[config.mk]
export PLATFORM = sky130hd
export DESIGN_NAME = dotted_ipv4_text_parser_top
export DESIGN_NICKNAME = d
export VERILOG_FILES = /design/src/hw/rtl/dip_pkg.sv /design/src/hw/rtl/dotted_ipv4_text_parser_top.sv /design/src/hw/rtl/dip_parse.sv
export SDC_FILE = /design/constraint.sdc
export NUM_CORES = 1
export LEC_CHECK = 0
export BUFFER_PORTS_ARGS = -buffer_cell sky130_fd_sc_hd__buf_2
export CAP_MARGIN = 20
export CORE_MARGIN = 2
export CORE_UTILIZATION = 28
export DETAILED_ROUTE_END_ITERATION = 10
export PLACE_DENSITY_LB_ADDON = 0.1
export SKIP_CTS_REPAIR_TIMING = 1
export SYNTH_ARGS = -nofsm -noshare
export SYNTH_HDL_FRONTEND = slang
export SYNTH_HIERARCHICAL = 1
export SYNTH_SLANG_ARGS = --single-unit
[constraint.sdc]
create_clock -name clk -period 8 [get_ports clk]
set_input_delay 0.4 -clock clk [delete_from_list [all_inputs] [get_ports clk]]
set_output_delay 0.4 -clock clk [all_outputs]
set_load 0.005 [all_outputs]
[src/hw/rtl/dip_pkg.sv]
// ----------------------------------------------------------------------------
// dip_pkg
// Shared types and character codes for the dotted IPv4 text parser.
// ----------------------------------------------------------------------------
`default_nettype none

package dip_pkg;

    // character codes
    localparam logic [7:0] CH_NUL   = 8'h00;
    localparam logic [7:0] CH_TAB   = 8'h09;
    localparam logic [7:0] CH_CR    = 8'h0d;
    localparam logic [7:0] CH_SPACE = 8'h20;
    localparam logic [7:0] CH_DOT   = 8'h2e;
    localparam logic [7:0] CH_0     = 8'h30;
    localparam logic [7:0] CH_9     = 8'h39;
    localparam logic [7:0] CH_UP_A  = 8'h41;
    localparam logic [7:0] CH_UP_F  = 8'h46;
    localparam logic [7:0] CH_UP_X  = 8'h58;
    localparam logic [7:0] CH_LO_A  = 8'h61;
    localparam logic [7:0] CH_LO_F  = 8'h66;
    localparam logic [7:0] CH_LO_X  = 8'h78;

    localparam int unsigned ADDR_W    = 32;
    localparam int unsigned MAX_SAVED = 3;

    // result of one parse step
    typedef struct packed {
        logic              emit;
        logic              ok;
        logic [ADDR_W-1:0] address;
    } dip_res_t;

    function automatic logic is_dec(input logic [7:0] c);
        return (c >= CH_0) && (c <= CH_9);
    endfunction

    function automatic logic is_ws(input logic [7:0] c);
        return (c == CH_SPACE) || ((c >= CH_TAB) && (c <= CH_CR));
    endfunction

endpackage

`default_nettype wire

[src/hw/rtl/dotted_ipv4_text_parser_top.sv]
// ----------------------------------------------------------------------------
// dotted_ipv4_text_parser_top
// Character-stream parser for dotted IPv4 address text.
// ----------------------------------------------------------------------------
// The block takes one character per cycle while it is not stalled, and keeps
// taking characters back to back. Each word is held in the input register and
// is parsed against the parser state. If the character ends the parse, its
// result is loaded into the output register at the next edge. So the character
// that ends the parse passes the input register and then the output register
// before its result is valid. The accumulator update, a shift or shift-add of
// the running part value, is combinational within the parse step. The input
// side stalls only while a word in the input register cannot move on because
// the output register is full and not being taken.
`default_nettype none

module dotted_ipv4_text_parser_top (
    input  wire logic                        clk,
    input  wire logic                        rst_n,
    input  wire logic                        in_valid,
    output wire logic                        in_ready,
    input  wire logic [7:0]                  ch,
    input  wire logic                        start_req,
    output wire logic                        out_valid,
    input  wire logic                        out_ready,
    output wire logic                        ok,
    output wire logic [dip_pkg::ADDR_W-1:0]  address
);

    logic                        in_valid_reg;
    logic [7:0]                  ch_reg;
    logic                        start_reg;
    logic                        out_valid_reg;
    logic                        ok_reg;
    logic [dip_pkg::ADDR_W-1:0]  address_reg;
    logic                        out_free;
    logic                        step_fire;
    dip_pkg::dip_res_t           res;

    // handshake
    assign out_free  = !out_valid_reg || out_ready;
    assign step_fire = in_valid_reg && out_free;
    assign in_ready  = !in_valid_reg || step_fire;

    // input register
    always_ff @(posedge clk or negedge rst_n)
    begin
        if (!rst_n)
        begin
            in_valid_reg <= 1'b0;
        end
        else if (in_ready)
        begin
            in_valid_reg <= in_valid;
        end
    end

    always_ff @(posedge clk)
    begin
        if (in_valid && in_ready)
        begin
            ch_reg    <= ch;
            start_reg <= start_req;
        end
    end

    // parse step
    dip_parse u_parse (
        .clk       (clk),
        .rst_n     (rst_n),
        .en        (step_fire),
        .ch        (ch_reg),
        .start_req (start_reg),
        .res       (res)
    );

    // output register
    always_ff @(posedge clk or negedge rst_n)
    begin
        if (!rst_n)
        begin
            out_valid_reg <= 1'b0;
        end
        else if (out_free)
        begin
            out_valid_reg <= step_fire && res.emit;
        end
    end

    always_ff @(posedge clk)
    begin
        if (step_fire && res.emit)
        begin
            ok_reg      <= res.ok;
            address_reg <= res.address;
        end
    end

    assign out_valid = out_valid_reg;
    assign ok        = ok_reg;
    assign address   = address_reg;

    // checks
    a_fail_zero: assert property (@(posedge clk) disable iff (!rst_n)
        out_valid && !ok |-> address == '0)
        else $error("failed result with nonzero address");

    a_result_lands: assert property (@(posedge clk) disable iff (!rst_n)
        step_fire && res.emit |=> out_valid)
        else $error("emitted result not in output register");

    a_no_overwrite: assert property (@(posedge clk) disable iff (!rst_n)
        step_fire |-> !out_valid_reg || out_ready)
        else $error("parse step while output register is held");

endmodule

`default_nettype wire

[src/hw/rtl/dip_parse.sv]
// ----------------------------------------------------------------------------
// dip_parse
// Parser state and the per-character update: phase, radix, accumulator,
// saved parts and the final layout with range checks.
// ----------------------------------------------------------------------------
`default_nettype none

module dip_parse (
    input  wire logic              clk,
    input  wire logic              rst_n,
    input  wire logic              en,
    input  wire logic [7:0]        ch,
    input  wire logic              start_req,
    output dip_pkg::dip_res_t      res
);

    typedef enum logic [1:0] {
        PH_DONE,
        PH_START,
        PH_ZERO,
        PH_DIGITS
    } phase_t;

    typedef enum logic [1:0] {
        RX_DEC,
        RX_OCT,
        RX_HEX
    } radix_t;

    localparam int unsigned W = dip_pkg::ADDR_W;

    phase_t         phase_reg, phase_next;
    radix_t         radix_reg, radix_next;
    logic [W-1:0]   acc_reg, acc_next;
    logic [1:0]     part_cnt_reg, part_cnt_next;
    logic [W-1:0]   saved_reg [dip_pkg::MAX_SAVED];

    phase_t         phase_eff;
    logic [1:0]     part_cnt_eff;
    radix_t         radix_in;
    logic [W-1:0]   acc_in;
    logic [W-1:0]   acc_mul;
    logic           save;

    // a start flag restarts the parse with this character
    assign phase_eff    = start_req ? PH_START : phase_reg;
    assign part_cnt_eff = start_req ? 2'd0 : part_cnt_reg;

    // operands of the digit step
    always_comb
    begin
        case (phase_eff)
            PH_START: radix_in = RX_DEC;
            PH_ZERO:  radix_in = RX_OCT;
            default:  radix_in = radix_reg;
        endcase
        acc_in = (phase_eff == PH_DIGITS) ? acc_reg : '0;
    end

    // accumulator times base by shifts, with an add for decimal
    always_comb
    begin
        case (radix_in)
            RX_HEX:  acc_mul = {acc_in[W-5:0], 4'b0000};
            RX_OCT:  acc_mul = {acc_in[W-4:0], 3'b000};
            default: acc_mul = {acc_in[W-4:0], 3'b000} + {acc_in[W-2:0], 1'b0};
        endcase
    end

    // next state and result
    always_comb
    begin
        logic do_digits;
        logic hex_lo;
        logic hex_hi;
        logic [3:0] nib;

        phase_next    = phase_eff;
        radix_next    = radix_reg;
        acc_next      = acc_reg;
        part_cnt_next = part_cnt_eff;
        save          = 1'b0;
        res           = '0;
        do_digits     = 1'b0;
        hex_lo        = (ch >= dip_pkg::CH_LO_A) && (ch <= dip_pkg::CH_LO_F);
        hex_hi        = (ch >= dip_pkg::CH_UP_A) && (ch <= dip_pkg::CH_UP_F);
        nib           = ch[3:0] + 4'd9;

        case (phase_eff)
            PH_START:
            begin
                if (!dip_pkg::is_dec(ch))
                begin
                    res.emit   = 1'b1;
                    phase_next = PH_DONE;
                end
                else
                begin
                    acc_next = '0;
                    if (ch == dip_pkg::CH_0)
                    begin
                        phase_next = PH_ZERO;
                    end
                    else
                    begin
                        radix_next = RX_DEC;
                        phase_next = PH_DIGITS;
                        do_digits  = 1'b1;
                    end
                end
            end
            PH_ZERO:
            begin
                phase_next = PH_DIGITS;
                if (ch == dip_pkg::CH_LO_X || ch == dip_pkg::CH_UP_X)
                begin
                    radix_next = RX_HEX;
                end
                else
                begin
                    radix_next = RX_OCT;
                    do_digits  = 1'b1;
                end
            end
            PH_DIGITS:
            begin
                do_digits = 1'b1;
            end
            default:
            begin
                do_digits = 1'b0;
            end
        endcase

        // one character of a part, a dot or a terminator
        if (do_digits)
        begin
            if (dip_pkg::is_dec(ch))
            begin
                acc_next = acc_mul + {{(W-4){1'b0}}, ch[3:0]};
            end
            else if (radix_in == RX_HEX && (hex_lo || hex_hi))
            begin
                acc_next = {acc_in[W-5:0], nib};
            end
            else if (ch == dip_pkg::CH_DOT)
            begin
                if (part_cnt_eff == 2'd3)
                begin
                    res.emit   = 1'b1;
                    phase_next = PH_DONE;
                end
                else
                begin
                    save          = 1'b1;
                    part_cnt_next = part_cnt_eff + 2'd1;
                    phase_next    = PH_START;
                end
            end
            else if (ch == dip_pkg::CH_NUL || dip_pkg::is_ws(ch))
            begin
                res.emit   = 1'b1;
                phase_next = PH_DONE;
                case (part_cnt_eff)
                    2'd0:
                    begin
                        res.ok      = 1'b1;
                        res.address = acc_in;
                    end
                    2'd1:
                    begin
                        res.ok = (acc_in[31:24] == 8'd0) && (saved_reg[0][31:8] == '0);
                        res.address = {saved_reg[0][7:0], acc_in[23:0]};
                    end
                    2'd2:
                    begin
                        res.ok = (acc_in[31:16] == 16'd0) &&
                                 (saved_reg[0][31:8] == '0) &&
                                 (saved_reg[1][31:8] == '0);
                        res.address = {saved_reg[0][7:0], saved_reg[1][7:0],
                                       acc_in[15:0]};
                    end
                    default:
                    begin
                        res.ok = (acc_in[31:8] == 24'd0) &&
                                 (saved_reg[0][31:8] == '0) &&
                                 (saved_reg[1][31:8] == '0) &&
                                 (saved_reg[2][31:8] == '0);
                        res.address = {saved_reg[0][7:0], saved_reg[1][7:0],
                                       saved_reg[2][7:0], acc_in[7:0]};
                    end
                endcase
                if (!res.ok)
                begin
                    res.address = '0;
                end
            end
            else
            begin
                res.emit   = 1'b1;
                phase_next = PH_DONE;
            end
        end
    end

    // parser state
    always_ff @(posedge clk or negedge rst_n)
    begin
        if (!rst_n)
        begin
            phase_reg    <= PH_DONE;
            radix_reg    <= RX_DEC;
            acc_reg      <= '0;
            part_cnt_reg <= 2'd0;
        end
        else if (en)
        begin
            phase_reg    <= phase_next;
            radix_reg    <= radix_next;
            acc_reg      <= acc_next;
            part_cnt_reg <= part_cnt_next;
        end
    end

    // saved parts, no reset
    always_ff @(posedge clk)
    begin
        if (en && save)
        begin
            saved_reg[part_cnt_eff] <= acc_in;
        end
    end

endmodule

`default_nettype wire
# Yosys cells after proc, flatten, opt, wreduce, memory -nomap -nowiden
# Memory sizes are Yosys's and may differ from the RTL's.
# Index checks and enable logic that the tools add are counted.
[word_totals] n_memories=1 inputBits=13 register_bits=82 mem_bits_rw=96 output_inout_bits=35
[op_classes] n_addsub=4 mux=54 bitwise=3 magnitude_cmp=8 eq_ne=15 reduce_logical=35
[mem_list] memory="u_parse.saved_reg" words=3 word_bits=32 read_ports=3 rd_ports_with_merged_regs=0 wr=1 line_no="dip_parse.sv:36" rtl="logic [W-1:0] saved_reg [dip_pkg::MAX_SAVED];"
[op_table] cell="$mux 33" count=7
[op_table] cell="$mux 32" count=7
[op_table] cell="$mux 34" count=3
[op_table] cell="$pmux 33 s3" count=1
[op_table] cell="$logic_not 24->1" count=4
[op_table] cell="$pmux 32 s2" count=1
[op_table] cell="$add 32x32->32" count=1
[op_table] cell="$add 32x4->32" count=1
[op_table] cell="$mux 2" count=14
[op_table] cell="$eq 8x6->1 const B" count=3
[op_table] cell="$mux 1" count=17
[op_table] cell="$eq 8x7->1 const B" count=2
[op_table] cell="$ge 8x7->1 const B" count=2
[op_table] cell="$le 8x7->1 const B" count=2
[op_table] cell="$logic_not 16->1" count=1
[op_table] cell="$logic_not 8->1" count=2
[op_table] cell="$logic_and 1x1->1" count=15
[op_table] cell="$pmux 2 s2" count=3
[op_table] cell="$eq 2x2->1 const B" count=5
[op_table] cell="$ge 8x4->1 const B" count=1
[op_table] cell="$ge 8x6->1 const B" count=1
[op_table] cell="$le 8x4->1 const B" count=1
[op_table] cell="$le 8x6->1 const B" count=1
[op_table] cell="$eq 2x1->1 const B" count=3
[op_table] cell="13 further kinds" count=21

# Depth between registers and ports, before layout
# Gate-level depths: netlist of the first run.
[logic_depth] ltp_word=20 ltp_mapped=25 mapped_depth_nobuf=20

# By module
# Netlist of the first run, hierarchy kept.
[by_module_without_submodules] mod="dip_parse" n_inst=1 area_each_um2=9851.9 cells_per_inst=1111
[by_module_without_submodules] mod="dotted_ipv4_text_parser_top" n_inst=1 area_each_um2=1372.6 cells_per_inst=52

# Worst setup path before layout of the first run
# No wires, ideal clock.
[synth_path] path_type="flip-flop to flip-flop" start="reg start_reg" end="mem u_parse/saved_reg[2][0] (netlist name) (enable)" setup_slack_ns=2.475 t_arrival_ns=5.057 period_less_slack_ns=5.525 path_stages_with_launch=15 required_time_ns=7.532 path_buffers=6 path_cell_list="edfxtp_1 clkbuf_1 nand2b_1 inv_1 ha_1 buf_4 buf_2 buf_2 clkbuf_1 clkbuf_1 a21oi_1 a21o_1 nor2_1 nand2_1 nor3b_1"
[synth_via] elab_chain_cells=11 elab_cells_between_ends=18 cone_classes="5 x eq/ne; 11 x mux; 2 x reduce/logical"
[synth_rtl] element="from (decl)" line_no="dotted_ipv4_text_parser_top.sv:31" rtl="logic start_reg;"
[synth_rtl] element="from (signal assigned)" line_no="dotted_ipv4_text_parser_top.sv:62" rtl="start_reg <= start_req;"
[synth_rtl] element="$mux 2" line_no="dip_parse.sv:46" rtl="assign phase_eff = start_req ? PH_START : phase_reg;"
[synth_rtl] element="$eq 2x2->1 / $eq 2x1->1 (equally long branches)" line_no="dip_parse.sv:52, dip_parse.sv:89"
[synth_rtl] element="$pmux 2 s2" line_no="dip_parse.sv:52" rtl="case (phase_eff)"
[synth_rtl] element="$eq 2x2->1" line_no="dip_parse.sv:142" rtl="else if (radix_in == RX_HEX && (hex_lo || hex_hi))"
[synth_rtl] element="$logic_and 1x1->1" line_no="dip_parse.sv:142"
[synth_rtl] element="$mux 1" line_no="dip_parse.sv:142"
[synth_rtl] element="$mux 1" line_no="dip_parse.sv:138" rtl="if (dip_pkg::is_dec(ch))"
[synth_rtl] element="$mux 1" line_no="dip_parse.sv:136" rtl="if (do_digits)"
[synth_rtl] element="$logic_and 1x1->1" line_no="dip_parse.sv:228" rtl="if (en && save)"
[synth_rtl] element="$mux 1" line_no="dip_parse.sv:228"
[synth_rtl] element="$mux 1 (not written as such)" line_no="dip_parse.sv:230" rtl="saved_reg[part_cnt_eff] <= acc_in;"
[synth_rtl] element="to (decl)" line_no="dip_parse.sv:36"
# Several ways; a longest one is shown, not always the timed one.

# Final worst setup path of the first run
[layout_path] start="reg start_reg" end="reg u_parse.acc_reg[27]"
[layout_via] elab_chain_cells=8 elab_cells_between_ends=17 cone_classes="2 x add/sub; 5 x eq/ne; 9 x mux; 1 x reduce/logical"
[layout_rtl] element="$mux 2 *" line_no="dip_parse.sv:46"
[layout_rtl] element="$eq 2x2->1 (tied with other cells)" line_no="dip_parse.sv:57, dip_parse.sv:89"
[layout_rtl] element="$mux 32 / $pmux 2 s2 (equally long branches)" line_no="dip_parse.sv:57, dip_parse.sv:52"
[layout_rtl] element="$add 32x32->32 (tied with other cells)" line_no="dip_parse.sv:66" rtl="default: acc_mul = {acc_in[W-4:0], 3'b000} + {acc_in[W-2:0], 1'b0};"
[layout_rtl] element="$pmux 32 s2 / $logic_and 1x1->1 (equally long branches)" line_no="dip_parse.sv:63, dip_parse.sv:142"
[layout_rtl] element="$add 32x4->32 / $mux 32 (equally long branches)" line_no="dip_parse.sv:140, dip_parse.sv:142"
[layout_rtl] element="$mux 32" line_no="dip_parse.sv:138"
[layout_rtl] element="$mux 32 *" line_no="dip_parse.sv:136"
[layout_rtl] element="to (signal assigned)" line_no="dip_parse.sv:220" rtl="acc_reg <= acc_next;"
[layout_rtl] element="to (decl)" line_no="dip_parse.sv:34" rtl="logic [W-1:0] acc_reg, acc_next;"
# Mark *: on every way between the ends. The rest lies on a longest branch, timed or not.
# A chain may end at the register's enable or synchronous reset.

==> out/results.md, run 1 <==
Global routing
- 0 — number of antenna violations at the first check in global routing
- 57800 um — wire length of the first global-routing pass
- 8951 — number of global-route vias before repair
- 0 — global route total overflow
- 18.5% — total routing usage reported by global routing
- 53 — maximum number of pins on one net before global-route repair

Floorplanning
- 0.0396 mm2 — total core area
- 0.0417 mm2 — full die area
- 28.3% — Initial Util
- 204 um — vertical die dimension
- 204 um — die width
- 48 — count of pins on the block boundary
- 73 — num rows

Drt
- 5.41 — ratio of routed vias to standard cells
- 5 — number of detailed-route iterations in the first pass
- 0 — number of nets with antenna violations after routing
- 9139 — via count of the routed design
- 22.2 um — routed wirelength normalized by instance count
- 872 — Iteration-0 DRC Markers
- 0 — final routed DRC violation total
- 37500 um — Detailed Route WL

Layout
- 11.2% — Synth-to-Final Area Change
- 12.7% — share of cells above drive strength 1
- 1689 — final standard cell count with taps included and fillers excluded
- 1187 — final layout net count
- 96 — max reg flops
- 0 — number of diodes added for antenna fixing
- 4133 — total of fill cells in the finished design
- 31.5% — final core utilization

Synth
- 22.5% — post-synthesis async set-or-reset flop share
- 1163 — Gate Count Post-Synth
- 138 — number of enable flip-flop cells after synthesis
- 36.9% — top cell type's share of synthesized area
- 9.65 um2 — Syn Area/Cell
- 95 — number of distinct library cells after synthesis
- sky130_fd_sc_hd__edfxtp_1 — count leader, synth
- sky130_fd_sc_hd__edfxtp_1 — prevailing post-synth register cell
- 1199 — Post-Syn Nets
- 138 x sky130_fd_sc_hd__edfxtp_1, 108 x sky130_fd_sc_hd__nand2_1, 106 x sky130_fd_sc_hd__nor2_1 — most instantiated cells after synthesis
- sky130_fd_sc_hd__edfxtp_1 — dominant cell type by area after synthesis
- sky130_fd_sc_hd__edfxtp_1 37%, sky130_fd_sc_hd__dfrtp_1 8.9%, sky130_fd_sc_hd__nand2_1 3.6% — Area contributors post-synth
- 45.8% — part of the Yosys area used for sequential elements
- 0.0112 mm2 — total standard cell area after synthesis
- 6 — total number of yosys warnings
- 178 — FF+latch count, synth

Run status
- finished, final reports clean — run status

Timing
- no — setup repair after global routing missed its margin
- 0 ps — setup TNS after final layout
- 0 — final count of pins violating max slew
- 18.0 ps — Max Clock Skew
- 996 ps — Slew @ Worst Pin
- 33.4% — Worst slew margin
- 70.6% — Period Utilization, post-route
- 177 MHz — Max Clock Freq
- 0 — count of endpoints failing hold in the final timing report
- 0 — Final Setup Violations
- 5650 ps — minimum clock period after layout
- 33.1 ps — minimum hold slack

CTS
- sky130_fd_sc_hd__clkbuf_16 — root buffer cell
- 4 — maximum level of the CTS H-tree
- 2 — clk buf depth
- 178 — sink count of the clock tree
- 17 — number of buffers inserted during clock tree synthesis
- 450 ps — latest clock arrival within the worst-skew pair
- yes — TritonCTS clock tree
- 90 ps — Clk pin slew, worst setup/hold paths

Setup path
- sky130_fd_sc_hd__ha_2 — slowest stage cell on the critical path
- flip-flop — kind of start point of the critical path
- u_parse/acc_reg[27]$_DFFE_PN0P_ — Reg2Reg Capture Point
- 680 ps — maximum single-stage delay on the critical path
- 19 — Crit path depth
- flip-flop — nature of the critical path endpoint
- 26 — Max Fanout on Critical Path
- simple AND/OR/NAND/NOR gates — family with the most delay on the worst path
- 5960 ps — Arr. time, crit path
- 2350 ps — Register-to-Register Setup Slack
- nand2b_1 > ha_1 > mux2_2 > ha_2 > inv_1 > nor2_1 > ha_1 > inv_1 > fa_1 > inv_1 > a21oi_1 > nor2_1 > nand3b_1 > nor2_1 > nand3_1 > nor4_2 > nor3b_2 > xor2_1 > o21ai_1 — series of cell instances along the critical path
- 8320 ps — data required time of the critical path
- reg -> reg — crit path kind
- 19 — r2r worst-path depth
- start_reg$_DFFE_PP_ — Worst Setup SP
- 3 — total buffers and inverters traversed by the critical path
- start_reg$_DFFE_PP_ — worst reg2reg startpoint

Placed design
- 0.882 — Routability Congestion
- 1657 — Placed Cells incl. Taps
- 27000 um — detailed-placement wirelength estimate
- 47 — quantity of I/O buffers inserted on ports

Power and ir drop
- 137 uV — largest voltage drop on the vdd net
- 0.00245 W — Power Total
- 4.67 nW — Leakage
- 196 mW/mm2 — Pwr per Cell Area

Run
- 0 — max-cap violation count

Worst hold path
- in -> async — kind of path behind the tightest hold check

per-stage QoR:
stage,instance area (um2),setup WS (ps)
final,12500,2350
after global routing,12500,1910
after CTS,12500,2360
after detailed placement,11900,2380
after global placement,11900,2480
after floorplan,11200,2480
layout make-up:
type / count / area (um2) / share of cell area (%)
Multi-Input combinational cell: 839 / 5500 / 44.1
Sequential cell: 178 / 5140 / 41.2
Tap cell: 525 / 657 / 5.26
Clock buffer: 17 / 425 / 3.41
Timing Repair Buffer: 64 / 383 / 3.07
Inverter: 51 / 191 / 1.53
Clock inverter: 15 / 181 / 1.45
worst max-delay path by stage:
stage                                   endpoint
6_report         u_parse/acc_reg[27]$_DFFE_PN0P_
5_1_grt          u_parse/acc_reg[27]$_DFFE_PN0P_
4_1_cts          u_parse/acc_reg[27]$_DFFE_PN0P_
3_5_place_dp     u_parse/acc_reg[27]$_DFFE_PN0P_
3_3_place_gp     u_parse/acc_reg[27]$_DFFE_PN0P_
2_1_floorplan  u_parse/saved_reg[2][0]$_DFFE_PP_
report_power, final:
group          switching, W  internal [W]  total, W
clock network      0.000440      0.000424  0.000865
logic              0.000296      0.000154  0.000451
registers         0.0000679       0.00107   0.00113
layer usage:
layer	GRT usage, %	vias up	part of all wire [%]
met5	0	-	0
met1	26.9	4545	48
met4	4.87	0	1.7
met3	2.58	38	4.9
li1	-	4294	-
met2	28.6	262	45
cell families after synthesis:
group	count (synthesis)	synth area share, %
and+or+nand+nor	408	19.2
AOI/OAI and AO/OA	329	20.3
DFF	178	45.8
buffers and inverters	146	5.54
xor gates and xnor gates	65	5.21
adders and majority gates	27	3.00
muxes	10	0.925
layout by cell type, fill, tap and decap left out, types with 8 or more instances in the layout:
cell type                     n
sky130_fd_sc_hd__nand3_1     28
sky130_fd_sc_hd__ha_1        20
sky130_fd_sc_hd__dfrtp_1     40
sky130_fd_sc_hd__o221ai_1     8
sky130_fd_sc_hd__nand2_1    108
sky130_fd_sc_hd__buf_2       47
sky130_fd_sc_hd__a22oi_1     20
sky130_fd_sc_hd__o31ai_1      9
sky130_fd_sc_hd__nor3_1      11
sky130_fd_sc_hd__o21ai_0     61
sky130_fd_sc_hd__and2_1      30
sky130_fd_sc_hd__a31oi_1     13
sky130_fd_sc_hd__clkbuf_16   17
sky130_fd_sc_hd__inv_1       51
sky130_fd_sc_hd__buf_4       16
sky130_fd_sc_hd__nor2_1     104
sky130_fd_sc_hd__o22ai_1     11
sky130_fd_sc_hd__xnor2_1     32
sky130_fd_sc_hd__a21oi_1     79
sky130_fd_sc_hd__xor2_1      31
sky130_fd_sc_hd__a221oi_1    14
sky130_fd_sc_hd__a22o_1      16
sky130_fd_sc_hd__o211ai_1    10
sky130_fd_sc_hd__a21o_1       9
sky130_fd_sc_hd__nand2b_1     8
sky130_fd_sc_hd__nor4_1      29
sky130_fd_sc_hd__edfxtp_1   138
sky130_fd_sc_hd__nand4_1     20
(Power assumes the default switching activity.)
==> inputs of run 2 (changes only) <==
--- a/config.mk
+++ b/config.mk
@@ -5,6 +5,7 @@
 export SDC_FILE = /design/constraint.sdc
 export NUM_CORES = 1
 export LEC_CHECK = 0
+export ABC_AREA = 1
 export BUFFER_PORTS_ARGS = -buffer_cell sky130_fd_sc_hd__buf_2
 export CAP_MARGIN = 20
 export CORE_MARGIN = 2
==> constraint.sdc (replaced) <==
create_clock -name clk -period 4.9 [get_ports clk]
set_input_delay 0.245 -clock clk [delete_from_list [all_inputs] [get_ports clk]]
set_output_delay 0.245 -clock clk [all_outputs]
set_load 0.005 [all_outputs]
==> run 2 against run 1 <==
Compared with the run above:
- the flow now finishes with violations (negative hold slack)
- sequential power up 69%
- first-iteration DRC count shrank 2.4%
- final area rose by 5.5%
- clock-buffer cell count is 1 higher
- largest cell class unchanged
- largest power group unchanged
==> out/results.md, run 2 <==
Setup path
- reg -> reg — crit path kind, unchanged
- flip-flop — kind of start point of the critical path, unchanged
- 490 ps — maximum single-stage delay on the critical path, was 680 ps
- sky130_fd_sc_hd__nand2_1 — cell with the most instances on the worst path
- flip-flop — nature of the critical path endpoint, unchanged
- 4760 ps — Arr. time, crit path, was 5960 ps
- sky130_fd_sc_hd__edfxtp_1 — slowest stage cell on the critical path, was sky130_fd_sc_hd__ha_2
- 18 — Max Fanout on Critical Path, was 26
- 5280 ps — data required time of the critical path, was 8320 ps

Power and ir drop
- 0.00289 W — cell-internal power, was 0.00164 W
- 0.00170 W — NetSw, was 0.000804 W
- 41.6% — sequential power share, was 46.3%
- 348 mW/mm2 — Pwr per Cell Area, was 196 mW/mm2
- 179 uV — largest voltage drop on the vdd net, was 137 uV
- 6.16 nW — Leakage, was 4.67 nW
- 37.0% — switching share of power, was 32.8%
- 29.7% — power share of the combinational group, was 18.4%
- 28.7% — clock share of power, was 35.3%

Floorplanning
- 48 — count of pins on the block boundary, unchanged
- 73 — num rows, unchanged
- 205 um — die width, was 204 um
- 28.4% — Initial Util, was 28.3%
- 205 um — vertical die dimension, was 204 um
- 0.0399 mm2 — total core area, was 0.0396 mm2
- 0.0422 mm2 — full die area, was 0.0417 mm2

Synth
- 31.3% — Synth Area in Simple Gates, was 19.2%
- 0% — multiplexer fraction of the synthesized cell area, was 0.925%
- 408 x sky130_fd_sc_hd__nand2_1, 180 x sky130_fd_sc_hd__inv_1, 138 x sky130_fd_sc_hd__edfxtp_1 — most instantiated cells after synthesis, was 138 x sky130_fd_sc_hd__edfxtp_1, 108 x sky130_fd_sc_hd__nand2_1, 106 x sky130_fd_sc_hd__nor2_1
- simple AND/OR/NAND/NOR gates — main combinational cell family by area after synthesis, was compound AO/OA/AOI/OAI gates
- sky130_fd_sc_hd__edfxtp_1 — dominant cell type by area after synthesis, unchanged
- 1459 — Gate Count Post-Synth, was 1163
- 0.0113 mm2 — total standard cell area after synthesis, was 0.0112 mm2
- 45.3% — part of the Yosys area used for sequential elements, was 45.8%
- 22.5% — post-synthesis async set-or-reset flop share, unchanged
- 178 — FF+latch count, synth, unchanged
- 2.60% — Post-Synth Adder-Cell Area, was 3.00%
- 0.540% — Post-Synth XOR/XNOR Area, was 5.21%
- 138 — number of enable flip-flop cells after synthesis, unchanged
- sky130_fd_sc_hd__edfxtp_1 — prevailing post-synth register cell, unchanged
- sky130_fd_sc_hd__nand2_1 — count leader, synth, was sky130_fd_sc_hd__edfxtp_1
- 7.78 um2 — Syn Area/Cell, was 9.65 um2
- 36.5% — top cell type's share of synthesized area, was 36.9%
- sky130_fd_sc_hd__edfxtp_1 37%, sky130_fd_sc_hd__nand2_1 13%, sky130_fd_sc_hd__dfrtp_1 8.8% — Area contributors post-synth, was sky130_fd_sc_hd__edfxtp_1 37%, sky130_fd_sc_hd__dfrtp_1 8.9%, sky130_fd_sc_hd__nand2_1 3.6%
- 1495 — Post-Syn Nets, was 1199
- 56 — number of distinct library cells after synthesis, was 95
- 6 — total number of yosys warnings, unchanged
- 11.8% — Synth Area in Compound Gates, was 20.3%

Layout
- 4284 — total of fill cells in the finished design, was 4133
- 408 x sky130_fd_sc_hd__nand2_1, 180 x sky130_fd_sc_hd__inv_1, 138 x sky130_fd_sc_hd__edfxtp_1 — most frequent cells in the layout, was 138 x sky130_fd_sc_hd__edfxtp_1, 108 x sky130_fd_sc_hd__nand2_1, 104 x sky130_fd_sc_hd__nor2_1
- 96 — max reg flops, unchanged
- sky130_fd_sc_hd__nand2_1 — commonest non-fill, non-tap cell in the layout, was sky130_fd_sc_hd__edfxtp_1
- 15.8% — share of cells above drive strength 1, was 12.7%
- 33.0% — final core utilization, was 31.5%
- 1591 — final layout net count, was 1187
- 16.1% — Synth-to-Final Area Change, was 11.2%
- 0 — number of diodes added for antenna fixing, unchanged

CTS
- 70 ps — Clk pin slew, worst setup/hold paths, was 90 ps
- 178 — sink count of the clock tree, unchanged
- sky130_fd_sc_hd__clkbuf_16 — root buffer cell, unchanged
- yes — TritonCTS clock tree, unchanged
- 450 ps — latest clock arrival within the worst-skew pair, about the same
- 2 — clk buf depth, unchanged
- 4 — maximum level of the CTS H-tree, unchanged
- 17 — number of buffers inserted during clock tree synthesis, unchanged

Timing
- 675 ps — Slew @ Worst Pin, was 996 ps
- 0 ps — setup TNS after final layout, unchanged
- 18.3 ps — Max Clock Skew, was 18.0 ps
- 1 — count of endpoints failing hold in the final timing report, was 0
- 228 MHz — Max Clock Freq, was 177 MHz
- -0.164 ps — minimum hold slack, was 33.1 ps
- no — setup repair after global routing missed its margin, unchanged
- 4380 ps — minimum clock period after layout, was 5650 ps
- 55.0% — Worst slew margin, was 33.4%
- 0 — final count of pins violating max slew, unchanged
- 0 — Final Setup Violations, unchanged
- 89.4% — Period Utilization, post-route, was 70.6%

Drt
- 851 — Iteration-0 DRC Markers, was 872
- 41300 um — Detailed Route WL, was 37500 um
- 0 — final routed DRC violation total, unchanged
- 19.8 um — routed wirelength normalized by instance count, was 22.2 um
- 0 — number of nets with antenna violations after routing, unchanged
- 10426 — via count of the routed design, was 9139
- 4.98 — ratio of routed vias to standard cells, was 5.41
- 5 — number of detailed-route iterations in the first pass, unchanged

Run status
- negative hold slack — failing checks
- finished, violations left — run status, was finished, final reports clean

Global routing
- 41 — maximum number of pins on one net before global-route repair, was 53
- 9750 — number of global-route vias before repair, was 8951
- 0 — global route total overflow, unchanged
- 20.0% — total routing usage reported by global routing, was 18.5%
- 62100 um — wire length of the first global-routing pass, was 57800 um
- 0 — number of antenna violations at the first check in global routing, unchanged

Placed design
- 0.896 — Routability Congestion, was 0.882
- 47 — quantity of I/O buffers inserted on ports, unchanged
- 32200 um — detailed-placement wirelength estimate, was 27000 um

Worst hold path
- in -> reg — kind of path behind the tightest hold check, was in -> async

Run
- 0 — max-cap violation count, unchanged

## run 2: changes by cell type after synthesis, sizes merged, moves of 11 or more
cell and delta:
a21oi -20, a22o -15, a22oi -13, and2 -28
buf -26, clkbuf -32, inv +153, nand2 +346
nand3 +79, nor2 +58, nor4 -11, o22ai +11
xnor2 -32, xor2 -26
## run 2: final timing paths
path	start	to	slack [ps]	cells after the start
max	start_reg$_DFFE_PP_	u_parse/acc_reg[26]$_DFFE_PN0P_	520	30
min in group asynchronous	rst_n	out_valid$_DFFE_PN0P_	430	3
max in group asynchronous	rst_n	u_parse/acc_reg[0]$_DFFE_PN0P_	4010	3
min	in_valid	in_valid_reg$_DFFE_PN0P_	-0.2	3
max reg2reg	start_reg$_DFFE_PP_	u_parse/acc_reg[26]$_DFFE_PN0P_	520	30
min reg2reg	u_parse/radix_reg[0]$_DFFE_PN0P_	u_parse/radix_reg[0]$_DFFE_PN0P_	490	2
## run 2: final cells by class
class / count / area (um2) / share of cell area, %
tap: 525 / 657 / 4.99
inverter: 207 / 779 / 5.92
sequential: 178 / 5140 / 39.1
clock buffer: 18 / 429 / 3.26
clock inverter: 13 / 110 / 0.836
timing repair buffer: 114 / 776 / 5.89
multi-input combinational: 1037 / 5280 / 40.1
## run 2: power by group through the flow
stage,registers (W),clock network [W],logic (W)
3_5_place_dp,0.00194,0,0.00136
3_3_place_gp,0.00194,0,0.00136
5_1_grt,0.00193,0.00141,0.00152
4_1_cts,0.00191,0.00136,0.00136
6_report,0.00191,0.00132,0.00137
2_1_floorplan,0.00191,0,0.000864
## run 2: per-layer routing
metal  GRT usage (%)  wire length [um]
met5               0                 0
met1            28.9             20200
met2            32.0             19000
met3            2.38              1590
met4            4.34               549
## run 2: cells by family (layout without fill, tap and decap cells)
family                   after synthesis  count (layout)
XOR/XNOR                               7               7
AND/OR/NAND/NOR                      794             794
AO/OA/AOI/OAI                        213             213
buffers and inverters                244             352
flip-flops                           178             178
adder cells (fa/ha/maj)               23              23
## run 2: worst max-delay path, delay by kind of cell (launching register included)
family          cells  cell delay [ps]
fa+ha+maj           3              860
simple gates       17             1800
compound gates      3              470
buf+inv             7              680
flops               1              490
## run 2: stage by stage
stage	cells	setup slack (ps)	area (um2)	power [W]	hold slack, ps
5_1_grt	2092	19.9	13200	0.00485	2.98
6_report	2092	519	13200	0.00459	-0.164
3_3_place_gp	2051	482	12500	0.00330	396
3_5_place_dp	2051	357	12500	0.00330	406
2_1_floorplan	1459	563	11400	0.00277	-50.6
4_1_cts	2082	331	13100	0.00463	-93.7
==> inputs of run 3 (changes only) <==
--- a/config.mk
+++ b/config.mk
@@ -8,10 +8,12 @@
 export ABC_AREA = 1
 export BUFFER_PORTS_ARGS = -buffer_cell sky130_fd_sc_hd__buf_2
 export CAP_MARGIN = 20
+export CELL_PAD_IN_SITES_DETAIL_PLACEMENT = 1
+export CELL_PAD_IN_SITES_GLOBAL_PLACEMENT = 2
 export CORE_MARGIN = 2
 export CORE_UTILIZATION = 28
 export DETAILED_ROUTE_END_ITERATION = 10
-export PLACE_DENSITY_LB_ADDON = 0.1
+export PLACE_DENSITY = 0.73
 export SKIP_CTS_REPAIR_TIMING = 1
 export SYNTH_ARGS = -nofsm -noshare
 export SYNTH_HDL_FRONTEND = slang
==> run 3 against run 2 <==
Compared with the run above:
- the run now ends clean
- setup slack got worse by 86 ps
- critical endpoint is now u_parse/acc_reg[27]$_DFFE_PN0P_
- power rose by 3.2%
- final area about the same
- sequential power is essentially flat
- wire length up 1.2%
==> out/results.md, run 3 (synthesis results as in run 2) <==
Timing
- 91.2% — Period Utilization, post-route, was 89.4%
- 55.5% — Worst slew margin, was 55.0%
- 666 ps — Slew @ Worst Pin, was 675 ps
- 4470 ps — minimum clock period after layout, was 4380 ps
- 0 ps — setup TNS after final layout, unchanged
- 224 MHz — Max Clock Freq, was 228 MHz
- 0 — count of endpoints failing hold in the final timing report, was 1
- 434 ps — least setup slack across all paths after layout, was 519 ps
- 14.0 ps — Max Clock Skew, was 18.3 ps
- 6.34 ps — minimum hold slack, was -0.164 ps
- 0 — final count of pins violating max slew, unchanged
- no — setup repair after global routing missed its margin, unchanged
- 0 — Final Setup Violations, unchanged

Floorplanning
- 28.4% — Initial Util, unchanged
- 0.0422 mm2 — full die area, unchanged
- 205 um — die width, unchanged
- 48 — count of pins on the block boundary, unchanged
- 205 um — vertical die dimension, unchanged
- 73 — num rows, unchanged
- 0.0399 mm2 — total core area, unchanged

Setup path
- sky130_fd_sc_hd__edfxtp_1 — slowest stage cell on the critical path, unchanged
- sky130_fd_sc_hd__nand2_1 — cell with the most instances on the worst path, unchanged
- 5200 ps — data required time of the critical path, was 5280 ps
- flip-flop — kind of start point of the critical path, unchanged
- 4770 ps — Arr. time, crit path, was 4760 ps
- 450 ps — maximum single-stage delay on the critical path, was 490 ps
- reg -> reg — crit path kind, unchanged
- 8 — Max Fanout on Critical Path, was 18
- flip-flop — nature of the critical path endpoint, unchanged

Power and ir drop
- 29.1% — power share of the combinational group, was 29.7%
- 37.5% — switching share of power, was 37.0%
- 30.5% — clock share of power, was 28.7%
- 40.4% — sequential power share, was 41.6%
- 252 uV — largest voltage drop on the vdd net, was 179 uV
- 0.00296 W — cell-internal power, was 0.00289 W
- 359 mW/mm2 — Pwr per Cell Area, was 348 mW/mm2
- 0.00177 W — NetSw, was 0.00170 W
- 6.15 nW — Leakage, was 6.16 nW

CTS
- 4 — maximum level of the CTS H-tree, unchanged
- 2 — clk buf depth, unchanged
- 450 ps — latest clock arrival within the worst-skew pair, about the same
- yes — TritonCTS clock tree, unchanged
- 178 — sink count of the clock tree, unchanged
- sky130_fd_sc_hd__clkbuf_16 — root buffer cell, unchanged
- 17 — number of buffers inserted during clock tree synthesis, unchanged
- 70 ps — Clk pin slew, worst setup/hold paths, about the same

Drt
- 0 — final routed DRC violation total, unchanged
- 793 — Iteration-0 DRC Markers, was 851
- 19200 um — routed length on met1, was 20200 um
- met4 — highest metal used, unchanged
- 19900 um — Met2 Routed Length, was 19000 um
- 1540 um — met3 layer wire length in the routed design, was 1590 um
- 0 — number of nets with antenna violations after routing, unchanged
- 5 — number of detailed-route iterations in the first pass, unchanged
- 10373 — via count of the routed design, was 10426
- 4.98 — ratio of routed vias to standard cells, about the same
- 20.1 um — routed wirelength normalized by instance count, was 19.8 um
- 41800 um — Detailed Route WL, was 41300 um

Placed design
- 32800 um — detailed-placement wirelength estimate, was 32200 um
- 47 — quantity of I/O buffers inserted on ports, unchanged
- 224 ps — Setup Slack @ Placement, was 357 ps
- 0.875 — Routability Congestion, was 0.896

Global routing
- 20.3% — total routing usage reported by global routing, was 20.0%
- 0 — global route total overflow, unchanged
- 2 — number of antenna violations at the first check in global routing, was 0
- 41 — maximum number of pins on one net before global-route repair, unchanged
- 10605 — number of global-route vias before repair, was 9750
- 64200 um — wire length of the first global-routing pass, was 62100 um

Run status
- finished, final reports clean — run status, was finished, violations left

Run
- 0 — max-cap violation count, unchanged

Layout
- sky130_fd_sc_hd__nand2_1 — commonest non-fill, non-tap cell in the layout, unchanged
- 408 x sky130_fd_sc_hd__nand2_1, 180 x sky130_fd_sc_hd__inv_1, 138 x sky130_fd_sc_hd__edfxtp_1 — most frequent cells in the layout, unchanged
- 15.6% — share of cells above drive strength 1, was 15.8%
- 1581 — final layout net count, was 1591
- 16.2% — Synth-to-Final Area Change, was 16.1%
- 33.0% — final core utilization, about the same
- 0 — number of diodes added for antenna fixing, unchanged
- 96 — max reg flops, unchanged

Worst hold path
- in -> reg — kind of path behind the tightest hold check, unchanged

## run 3: changes by cell type in the layout (fill, tap and decap cells not counted), sizes merged
cell	delta
buf	-10
bufinv	+1
clkbuf	-1
clkinv	-2
inv	+3
## run 3: power by group through the flow
stage / logic, W / registers, W / clock network, W
final: 0.00138 / 0.00191 / 0.00144
after global routing: 0.00152 / 0.00194 / 0.00153
after CTS: 0.00136 / 0.00191 / 0.00148
after detailed placement: 0.00135 / 0.00194 / 0
after global placement: 0.00133 / 0.00194 / 0
after floorplan: 0.000864 / 0.00191 / 0
## run 3: metal layers
metal	vias to the layer above	track usage, %
li1	5073	-
met1	5060	27.2
met2	189	33.6
met3	51	3.06
met4	0	6.71
met5	-	0
## run 3: cell type report
type / count / area, um2
Fill cell: 4844 / 26700
Multi-Input combinational cell: 1037 / 5290
Sequential cell: 178 / 5140
Inverter: 207 / 777
Timing Repair Buffer: 104 / 701
Tap cell: 525 / 657
Clock buffer: 17 / 425
Clock inverter: 15 / 186
## run 3: per-stage QoR
stage | area [um2] | power, W | cells
detailed placement | 12400 | 0.00330 | 2038
global route | 13200 | 0.00499 | 2083
global placement | 12400 | 0.00327 | 2038
finish | 13200 | 0.00474 | 2083
floorplan | 11400 | 0.00277 | 1459
CTS | 13000 | 0.00475 | 2070
## run 3: path summary, 6_finish.rpt
check,from,endpoint,slack [ps],cells after the start
min,in_valid,in_valid_reg$_DFFE_PN0P_,6,3
max,start_reg$_DFFE_PP_,u_parse/acc_reg[27]$_DFFE_PN0P_,430,28
max in group asynchronous,rst_n,u_parse/acc_reg[28]$_DFFE_PN0P_,4200,3
min reg2reg,u_parse/acc_reg[25]$_DFFE_PN0P_,u_parse/acc_reg[25]$_DFFE_PN0P_,490,2
min in group asynchronous,rst_n,u_parse/radix_reg[0]$_DFFE_PN0P_,190,2
max reg2reg,start_reg$_DFFE_PP_,u_parse/acc_reg[27]$_DFFE_PN0P_,430,28
## run 3: critical path, delay by kind of cell (launching register included)
family                   cells  cell delay (ps)
AO/OA/AOI/OAI                3              350
flip-flops                   1              450
AND/OR/NAND/NOR             16             1870
buffers and inverters        5              400
adder cells (fa/ha/maj)      4             1250
